$ cat src/rtl/fewd_pkg.sv
// Shared types and constants for the frame energy wake detector.
// Used by fewd_ctrl, fewd_dp and frame_energy_wake_detector; no dependencies.
package fewd_pkg;

    // Frame bound, data widths and the widths derived from the bound
    localparam int MAX_FRAME_SAMPLES = 1024;
    localparam int SAMPLE_W  = 16;
    localparam int MAG_W     = 16;
    localparam int SQ_W      = 31;
    localparam int MEAN_W    = 31;
    localparam int CNT_W     = $clog2(MAX_FRAME_SAMPLES + 1);
    localparam int SUM_W     = SQ_W + $clog2(MAX_FRAME_SAMPLES);
    localparam int STEP_W    = $clog2(SUM_W + 1);
    localparam int THR_W     = 16;
    localparam int THR_SQ_W  = 2 * THR_W;
    localparam int RUN_W     = 8;

    // Configuration port
    localparam int CFG_IDX_W  = 1;
    localparam int CFG_DATA_W = 16;
    localparam logic [CFG_IDX_W-1:0] CFG_THRESHOLD = 1'd0;
    localparam logic [CFG_IDX_W-1:0] CFG_REQUIRED  = 1'd1;

    localparam logic [THR_W-1:0] THRESHOLD_RESET = 16'd3000;
    localparam logic [RUN_W-1:0] REQUIRED_RESET  = 8'd3;

    typedef enum logic [2:0] {
        S_ACC,
        S_FLUSH,
        S_LOAD,
        S_DIV,
        S_FIN
    } t_state;

    // Commands from the controller to the datapath
    typedef struct packed {
        logic accept_en;
        logic load;
        logic step;
        logic finish;
    } t_cmd;

    // Status from the datapath to the controller
    typedef struct packed {
        logic in_last;
        logic out_free;
    } t_status;

endpackage

$ cat src/rtl/frame_energy_wake_detector.sv
// Frame energy wake detector: top level joining controller and datapath.
// Depends on fewd_pkg, fewd_ctrl and fewd_dp.
//
// Samples are taken one per cycle while a frame accumulates. After the beat
// that carries frame_end the input stays stalled while the last square
// reaches the sum, the divider is loaded, the restoring divider produces one
// quotient bit per cycle over the 41-bit sum, and loud and wake are decided;
// the stall lasts longer if the previous result is still waiting at the output.
// A frame result sits in an output register, so the next frame's samples
// are taken while it waits. Configuration writes are always ready.
module frame_energy_wake_detector (
    input  logic                                 i_clk,
    input  logic                                 i_rst_n,
    input  logic                                 i_cfg_valid,
    output logic                                 o_cfg_ready,
    input  logic [fewd_pkg::CFG_IDX_W-1:0]       i_cfg_index,
    input  logic [fewd_pkg::CFG_DATA_W-1:0]      i_cfg_data,
    input  logic                                 i_in_valid,
    output logic                                 o_in_stall,
    input  logic signed [fewd_pkg::SAMPLE_W-1:0] i_sample,
    input  logic                                 i_frame_end,
    output logic                                 o_out_valid,
    input  logic                                 i_out_stall,
    output logic                                 o_wake,
    output logic                                 o_loud,
    output logic [fewd_pkg::MEAN_W-1:0]          o_avg_power,
    output logic                                 o_frame_too_long
);

    fewd_pkg::t_cmd    w_cmd;
    fewd_pkg::t_status w_status;

    assign o_cfg_ready = 1'b1;
    assign o_in_stall  = !w_cmd.accept_en;

    fewd_ctrl u_ctrl (
        .i_clk    (i_clk),
        .i_rst_n  (i_rst_n),
        .i_status (w_status),
        .o_cmd    (w_cmd)
    );

    fewd_dp u_dp (
        .i_clk            (i_clk),
        .i_rst_n          (i_rst_n),
        .i_cmd            (w_cmd),
        .o_status         (w_status),
        .i_cfg_valid      (i_cfg_valid),
        .i_cfg_index      (i_cfg_index),
        .i_cfg_data       (i_cfg_data),
        .i_in_valid       (i_in_valid),
        .i_sample         (i_sample),
        .i_frame_end      (i_frame_end),
        .i_out_stall      (i_out_stall),
        .o_out_valid      (o_out_valid),
        .o_wake           (o_wake),
        .o_loud           (o_loud),
        .o_avg_power      (o_avg_power),
        .o_frame_too_long (o_frame_too_long)
    );

    // A frame-end beat closes the input until its result is built
    a_last_stalls: assert property (@(posedge i_clk) disable iff (!i_rst_n)
        i_in_valid && !o_in_stall && i_frame_end |=> o_in_stall)
        else $error("input open right after a frame-end beat");

    // An over-long frame is never loud
    a_long_quiet: assert property (@(posedge i_clk) disable iff (!i_rst_n)
        o_out_valid |-> !(o_loud && o_frame_too_long))
        else $error("over-long frame marked loud");

    // Wake only comes with a loud frame
    a_wake_loud: assert property (@(posedge i_clk) disable iff (!i_rst_n)
        o_out_valid && o_wake |-> o_loud)
        else $error("wake without a loud frame");

    // Mean square never exceeds the largest sample square
    a_mean_range: assert property (@(posedge i_clk) disable iff (!i_rst_n)
        o_out_valid |-> o_avg_power <= 31'h4000_0000)
        else $error("mean square out of range");

endmodule

$ cat src/rtl/fewd_ctrl.sv
// Controller for the frame energy wake detector: sequences accumulation,
// the bit-serial division and the frame result. Depends on fewd_pkg.
module fewd_ctrl (
    input  logic              i_clk,
    input  logic              i_rst_n,
    input  fewd_pkg::t_status i_status,
    output fewd_pkg::t_cmd    o_cmd
);

    fewd_pkg::t_state r_state, n_state;
    logic [fewd_pkg::STEP_W-1:0] r_step, n_step;

    // State and step counter registers
    always_ff @(posedge i_clk) begin
        if (!i_rst_n) begin
            r_state <= fewd_pkg::S_ACC;
            r_step  <= '0;
        end else begin
            r_state <= n_state;
            r_step  <= n_step;
        end
    end

    // Next state and commands
    always_comb begin
        n_state = r_state;
        n_step  = r_step;
        o_cmd   = '0;
        case (r_state)
            fewd_pkg::S_ACC: begin
                o_cmd.accept_en = 1'b1;
                if (i_status.in_last) begin
                    n_state = fewd_pkg::S_FLUSH;
                end
            end
            fewd_pkg::S_FLUSH: begin
                // let the last square land in the sum
                n_state = fewd_pkg::S_LOAD;
            end
            fewd_pkg::S_LOAD: begin
                o_cmd.load = 1'b1;
                n_step     = '0;
                n_state    = fewd_pkg::S_DIV;
            end
            fewd_pkg::S_DIV: begin
                o_cmd.step = 1'b1;
                n_step     = r_step + 1'b1;
                if (r_step == fewd_pkg::STEP_W'(fewd_pkg::SUM_W - 1)) begin
                    n_state = fewd_pkg::S_FIN;
                end
            end
            fewd_pkg::S_FIN: begin
                // hold until the output register can take the result
                if (i_status.out_free) begin
                    o_cmd.finish = 1'b1;
                    n_state      = fewd_pkg::S_ACC;
                end
            end
            default: begin
                n_state = fewd_pkg::S_ACC;
            end
        endcase
    end

endmodule

$ cat src/rtl/fewd_dp.sv
// Datapath for the frame energy wake detector: configuration registers,
// square accumulation, restoring divider, loud-run counter, output register.
// Depends on fewd_pkg.
module fewd_dp (
    input  logic                              i_clk,
    input  logic                              i_rst_n,
    input  fewd_pkg::t_cmd                    i_cmd,
    output fewd_pkg::t_status                 o_status,
    input  logic                              i_cfg_valid,
    input  logic [fewd_pkg::CFG_IDX_W-1:0]    i_cfg_index,
    input  logic [fewd_pkg::CFG_DATA_W-1:0]   i_cfg_data,
    input  logic                              i_in_valid,
    input  logic signed [fewd_pkg::SAMPLE_W-1:0] i_sample,
    input  logic                              i_frame_end,
    input  logic                              i_out_stall,
    output logic                              o_out_valid,
    output logic                              o_wake,
    output logic                              o_loud,
    output logic [fewd_pkg::MEAN_W-1:0]       o_avg_power,
    output logic                              o_frame_too_long
);

    logic [fewd_pkg::THR_W-1:0]    r_thr;
    logic [fewd_pkg::RUN_W-1:0]    r_req;
    logic [fewd_pkg::THR_SQ_W-1:0] r_thr_sq;

    logic                          r_sq_vld;
    logic [fewd_pkg::SQ_W-1:0]     r_sq;
    logic [fewd_pkg::SUM_W-1:0]    r_sum;
    logic [fewd_pkg::CNT_W-1:0]    r_cnt;
    logic                          r_overflow;

    logic [fewd_pkg::SUM_W-1:0]    r_quo;
    logic [fewd_pkg::CNT_W-1:0]    r_rem;
    logic [fewd_pkg::CNT_W-1:0]    r_div;
    logic                          r_too_long;

    logic [fewd_pkg::RUN_W-1:0]    r_run;

    logic                          r_out_vld;
    logic                          r_wake;
    logic                          r_loud;
    logic [fewd_pkg::MEAN_W-1:0]   r_mean;
    logic                          r_out_long;

    logic                          w_in_fire;
    logic [fewd_pkg::MAG_W-1:0]    w_mag;
    logic [2*fewd_pkg::MAG_W-1:0]  w_prod;
    logic [fewd_pkg::CNT_W:0]      w_rem_sh;
    logic                          w_ge;
    logic [fewd_pkg::CNT_W:0]      w_rem_nx;
    logic [fewd_pkg::MEAN_W-1:0]   w_mean;
    logic                          w_loud;
    logic [fewd_pkg::RUN_W-1:0]    w_need;
    logic [fewd_pkg::RUN_W-1:0]    w_run_inc;
    logic                          w_wake;

    assign w_in_fire = i_in_valid && i_cmd.accept_en;

    // Magnitude of the sample; the most negative value maps to 0x8000
    assign w_mag  = i_sample[fewd_pkg::SAMPLE_W-1] ? fewd_pkg::MAG_W'(-i_sample)
                                                   : fewd_pkg::MAG_W'(i_sample);
    assign w_prod = w_mag * w_mag;

    // One restoring division step per cycle while the step command is high
    assign w_rem_sh = {r_rem, r_quo[fewd_pkg::SUM_W-1]};
    assign w_ge     = w_rem_sh >= {1'b0, r_div};
    assign w_rem_nx = w_ge ? (w_rem_sh - {1'b0, r_div}) : w_rem_sh;

    // Frame decision from the finished quotient
    assign w_mean    = r_too_long ? '0 : r_quo[fewd_pkg::MEAN_W-1:0];
    assign w_loud    = !r_too_long && ({1'b0, w_mean} >= r_thr_sq);
    assign w_need    = (r_req == '0) ? fewd_pkg::RUN_W'(1) : r_req;
    assign w_run_inc = (r_run == '1) ? r_run : r_run + 1'b1;
    assign w_wake    = w_loud && (w_run_inc >= w_need);

    assign o_status.in_last  = w_in_fire && i_frame_end;
    assign o_status.out_free = !r_out_vld || !i_out_stall;

    // Configuration registers and the registered threshold square
    always_ff @(posedge i_clk) begin
        if (!i_rst_n) begin
            r_thr <= fewd_pkg::THRESHOLD_RESET;
            r_req <= fewd_pkg::REQUIRED_RESET;
        end else if (i_cfg_valid) begin
            case (i_cfg_index)
                fewd_pkg::CFG_THRESHOLD: r_thr <= i_cfg_data;
                fewd_pkg::CFG_REQUIRED:  r_req <= i_cfg_data[fewd_pkg::RUN_W-1:0];
                default: ;
            endcase
        end
    end

    always_ff @(posedge i_clk) begin
        r_thr_sq <= r_thr * r_thr;
    end

    // Square stage and frame accumulation
    always_ff @(posedge i_clk) begin
        if (!i_rst_n) begin
            r_sq_vld   <= 1'b0;
            r_sum      <= '0;
            r_cnt      <= '0;
            r_overflow <= 1'b0;
        end else begin
            r_sq_vld <= 1'b0;
            if (w_in_fire && !r_overflow) begin
                if (r_cnt >= fewd_pkg::CNT_W'(fewd_pkg::MAX_FRAME_SAMPLES)) begin
                    r_overflow <= 1'b1;
                end else begin
                    r_cnt    <= r_cnt + 1'b1;
                    r_sq_vld <= 1'b1;
                end
            end
            if (i_cmd.load) begin
                r_sum      <= '0;
                r_cnt      <= '0;
                r_overflow <= 1'b0;
            end else if (r_sq_vld) begin
                r_sum <= r_sum + fewd_pkg::SUM_W'(r_sq);
            end
        end
    end

    always_ff @(posedge i_clk) begin
        if (w_in_fire) begin
            r_sq <= w_prod[fewd_pkg::SQ_W-1:0];
        end
    end

    // Divider: load the frame totals, then shift one quotient bit per step
    always_ff @(posedge i_clk) begin
        if (i_cmd.load) begin
            r_quo      <= r_sum;
            r_rem      <= '0;
            r_div      <= r_cnt;
            r_too_long <= r_overflow;
        end else if (i_cmd.step) begin
            r_quo <= {r_quo[fewd_pkg::SUM_W-2:0], w_ge};
            r_rem <= w_rem_nx[fewd_pkg::CNT_W-1:0];
        end
    end

    // Loud-run counter and output register
    always_ff @(posedge i_clk) begin
        if (!i_rst_n) begin
            r_run     <= '0;
            r_out_vld <= 1'b0;
        end else begin
            if (r_out_vld && !i_out_stall) begin
                r_out_vld <= 1'b0;
            end
            if (i_cmd.finish) begin
                r_out_vld <= 1'b1;
                if (w_loud && !w_wake) begin
                    r_run <= w_run_inc;
                end else begin
                    r_run <= '0;
                end
            end
        end
    end

    always_ff @(posedge i_clk) begin
        if (i_cmd.finish) begin
            r_wake     <= w_wake;
            r_loud     <= w_loud;
            r_mean     <= w_mean;
            r_out_long <= r_too_long;
        end
    end

    assign o_out_valid      = r_out_vld;
    assign o_wake           = r_wake;
    assign o_loud           = r_loud;
    assign o_avg_power      = r_mean;
    assign o_frame_too_long = r_out_long;

endmodule

$ cat config.mk
export PLATFORM = sky130hd
export DESIGN_NAME = frame_energy_wake_detector
export DESIGN_NICKNAME = d
export VERILOG_FILES = /design/src/rtl/fewd_pkg.sv /design/src/rtl/frame_energy_wake_detector.sv /design/src/rtl/fewd_ctrl.sv /design/src/rtl/fewd_dp.sv
export SDC_FILE = /design/constraint.sdc
export NUM_CORES = 1
export LEC_CHECK = 0
export BUFFER_PORTS_ARGS = -buffer_cell sky130_fd_sc_hd__clkbuf_2
export CORE_ASPECT_RATIO = 0.75
export CORE_MARGIN = 2
export CORE_UTILIZATION = 35
export DETAILED_ROUTE_END_ITERATION = 6
export PLACE_DENSITY = 0.61
export SYNTH_ARGS = -nofsm -noshare
export SYNTH_HDL_FRONTEND = slang
export SYNTH_SLANG_ARGS = --single-unit
$ cat constraint.sdc
create_clock -name i_clk -period 11 [get_ports i_clk]
set_input_delay 1.1 -clock i_clk [delete_from_list [all_inputs] [get_ports i_clk]]
set_output_delay 1.1 -clock i_clk [all_outputs]
set_load 0.01 [all_outputs]
==> out/metrics.yaml <==
die_h_um: 244
start_util_pct: 35.5
timing.fmax_mhz: 119
async_flop_share_pct: 0
hold_violations: 0
crit_slowest_cell: "xor2_1"
hold_class: "flop to flop"
ys_warn_count: 0
cap_violations: 0
cp-end-kind: "flop"
antenna_left: 0
avgViaCountPerCell: 4.78
synth-edff-count: 117
worst_slew_pin_slew_ns: 1.18
first_iter_violations: 1202
ff2ff_path_depth: 22
r2r_setup_slack_ns: 4.06
io_buffers: 74
ys_top_cells_by_area: "fa_1, edfxtp_1, ha_1"
finClkSkew_ns: 0.0211
cts.clk_slew.worst_paths_ns: 0.06
fin_crit_sh_pct: 76.4
required_ns: 11.30
antenna_found_initial: 3
clock_latency_ns: 0.56
syn_inst: 2903
crit-reg2reg-launch: "u_dp.r_thr[4]"
yosysTopAreaCellShare_pct: 24.5
setup_viol: 0
globalRouteTotalUtil_pct: 15.7
drive_gt1_share_pct: 5.82
cp.arrival_ns: 8.71
vias: 19100
ys_ff_latch: 255
post-cts-setup-buffer-count: 0
fin_tns_setup_ns: 0
area_delta_synth_final_pct: 8.80
crit_path_start_kind: "primary input"
io_pins: 76
timing.slew.headroom_pct: 21.6
max_stage_delay_ns: 0.74
gp_congestion: 0.879
ctsResizeCount: 0
grt_pass1_vias: 18400
clock-sinks: 255
antennaDiodeCount: 0
hold_start: "u_dp.r_req[7]"
drcViolationCount: 0
status: "completed"
nets: 3600
wl_per_cell_um: 15.3
drv_slew: 0
synth_commonest_cells: "inv_1, nand2_1, fa_1"
crit_fanout: 17
grt_max_degree: 48
grt_pass1_wl_mm: 100
synth-seq-area-share_pct: 23.4
cts-htree-levels: 1
ys_types: 85
worstSetupPathType: "primary input to flop"
synth_area_um2: 26800
ctsHoldBuffers: 0
hold_depth: 2
grt_overflow_total: 0
cts.path.max_buffers: 3
yosys.cell_count.top_type: "inv_1"
hold_end: "u_dp.r_req[7]"
wirelength_mm: 61.3
hpwl_mm: 49.8
cts_tree: "done"
fin_crit_ns: 8.41
core_region_area_um2: 75500
timing.rr.end: "u_dp.r_thr_sq[29]"
synth_top_area_cell: "fa_1"
std_cell_rows: 87
grt_setup_unrepaired: "no"
dr.pass1.iters: 5
chipWidth_um: 324
syn_area_per_cell_um2: 9.24
die_area_um2: 78900
synth_ff_type: "dfxtp_1"
cts_root_buf: "clkbuf_16"
numCtsBuffers: 27
-- how the worst max path moves through the flow --
stage                      startpoint            end  slack [ns]
after floorplan           i_sample[0]  u_dp.r_sq[27]        3.06
after global placement    i_sample[0]  u_dp.r_sq[27]        2.30
after detailed placement  i_sample[0]  u_dp.r_sq[27]        2.14
after CTS                 i_sample[0]  u_dp.r_sq[27]        2.72
after global routing      i_sample[0]  u_dp.r_sq[27]        2.14
final                     i_sample[0]  u_dp.r_sq[27]        2.59
-- registers in the layout (all words and copies together) (netlist names), 3 cells and up --
name and cells:
u_dp.r_rem 11, u_dp.r_sq 30, u_dp.r_sum 41, u_dp.r_thr_sq 31
u_dp.r_cnt 11, u_ctrl.r_state 3, u_dp.o_avg_power 31, u_dp.r_div 11
u_ctrl.r_step 6, u_dp.r_thr 16, u_dp.r_run 8, u_dp.r_quo 41
u_dp.r_req 8
-- cell families (layout without fill, tap and decap cells) --
family | count (synthesis) | after routing | share of synthesized area, %
flops | 255 | 255 | 23.4
xor+xnor | 122 | 122 | 4.01
mux | 34 | 34 | 1.28
compound gates | 397 | 397 | 10.1
fa+ha+maj | 608 | 608 | 37.6
simple gates | 864 | 864 | 14.8
other cells | 2 | 12 | 0.0280
buf+inv | 621 | 681 | 8.80
-- metrics by stage --
step           util, %  setup slack [ns]  hold slack (ns)  cell area [um^2]  cells
6_report          38.6              2.59            0.468             29200   3996
5_1_grt           38.6              2.14            0.486             29200   3996
2_1_floorplan        -              3.06            0.357             26900   2913
4_1_cts           38.6              2.72            0.470             29200   3996
3_5_place_dp      37.5              2.14            0.461             28300   3947
3_3_place_gp      37.5              2.30            0.456             28300   3947
-- area by class of cell --
class | count | area [um^2]
sequential | 255 | 6280
multi-input combinational | 2037 | 18300
clock buffer | 36 | 729
tap | 1023 | 1280
clock inverter | 13 | 121
fill | 7635 | 46300
inverter | 538 | 2020
timing repair buffer | 94 | 520
-- cell usage in the layout, fill, tap and decap left out, types with 9 or more instances in the layout --
| master | netlist | final |
|---|---|---|
| o211ai_1 | 20 | 20 |
| inv_1 | 528 | 527 |
| xnor2_1 | 77 | 77 |
| nor3_1 | 25 | 25 |
| o31ai_1 | 10 | 10 |
| ha_1 | 279 | 279 |
| a31oi_1 | 13 | 13 |
| inv_2 | 9 | 9 |
| and2_1 | 67 | 67 |
| nand2b_1 | 19 | 19 |
| buf_4 | 3 | 20 |
| clkbuf_16 | 0 | 27 |
| nor2b_1 | 46 | 45 |
| nand2_1 | 385 | 384 |
| nand4_1 | 25 | 25 |
| and3_1 | 16 | 16 |
| nor4_1 | 13 | 13 |
| a21o_1 | 65 | 65 |
| fa_1 | 329 | 329 |
| o21ai_1 | 26 | 26 |
| dfxtp_1 | 138 | 138 |
| o21a_1 | 25 | 25 |
| a211oi_1 | 15 | 15 |
| mux2i_1 | 31 | 31 |
| xor2_1 | 44 | 44 |
| nand3_1 | 51 | 51 |
| o21ai_0 | 53 | 53 |
| a21oi_1 | 79 | 78 |
| edfxtp_1 | 117 | 117 |
| a21boi_0 | 17 | 17 |
| conb_1 | 2 | 12 |
| clkbuf_2 | 0 | 74 |
| nor2_1 | 177 | 177 |
-- routing by layer --
layer / wire (um) / global-route usage [%]
met4: 838 / 2.31
met1: 32600 / 25.5
met2: 23600 / 21.4
met3: 4230 / 3.03
met5: 0 / 0
-- critical path, delay by kind of cell --
family / cells / cell delay (ns)
buf+inv: 6 / 0.78
compound gates: 6 / 1.79
simple gates: 4 / 0.53
fa+ha+maj: 8 / 3.68
xor+xnor: 2 / 0.82
Power is not shown: default switching activity piles up to over one toggle a cycle in this logic, so the estimate is an artifact.
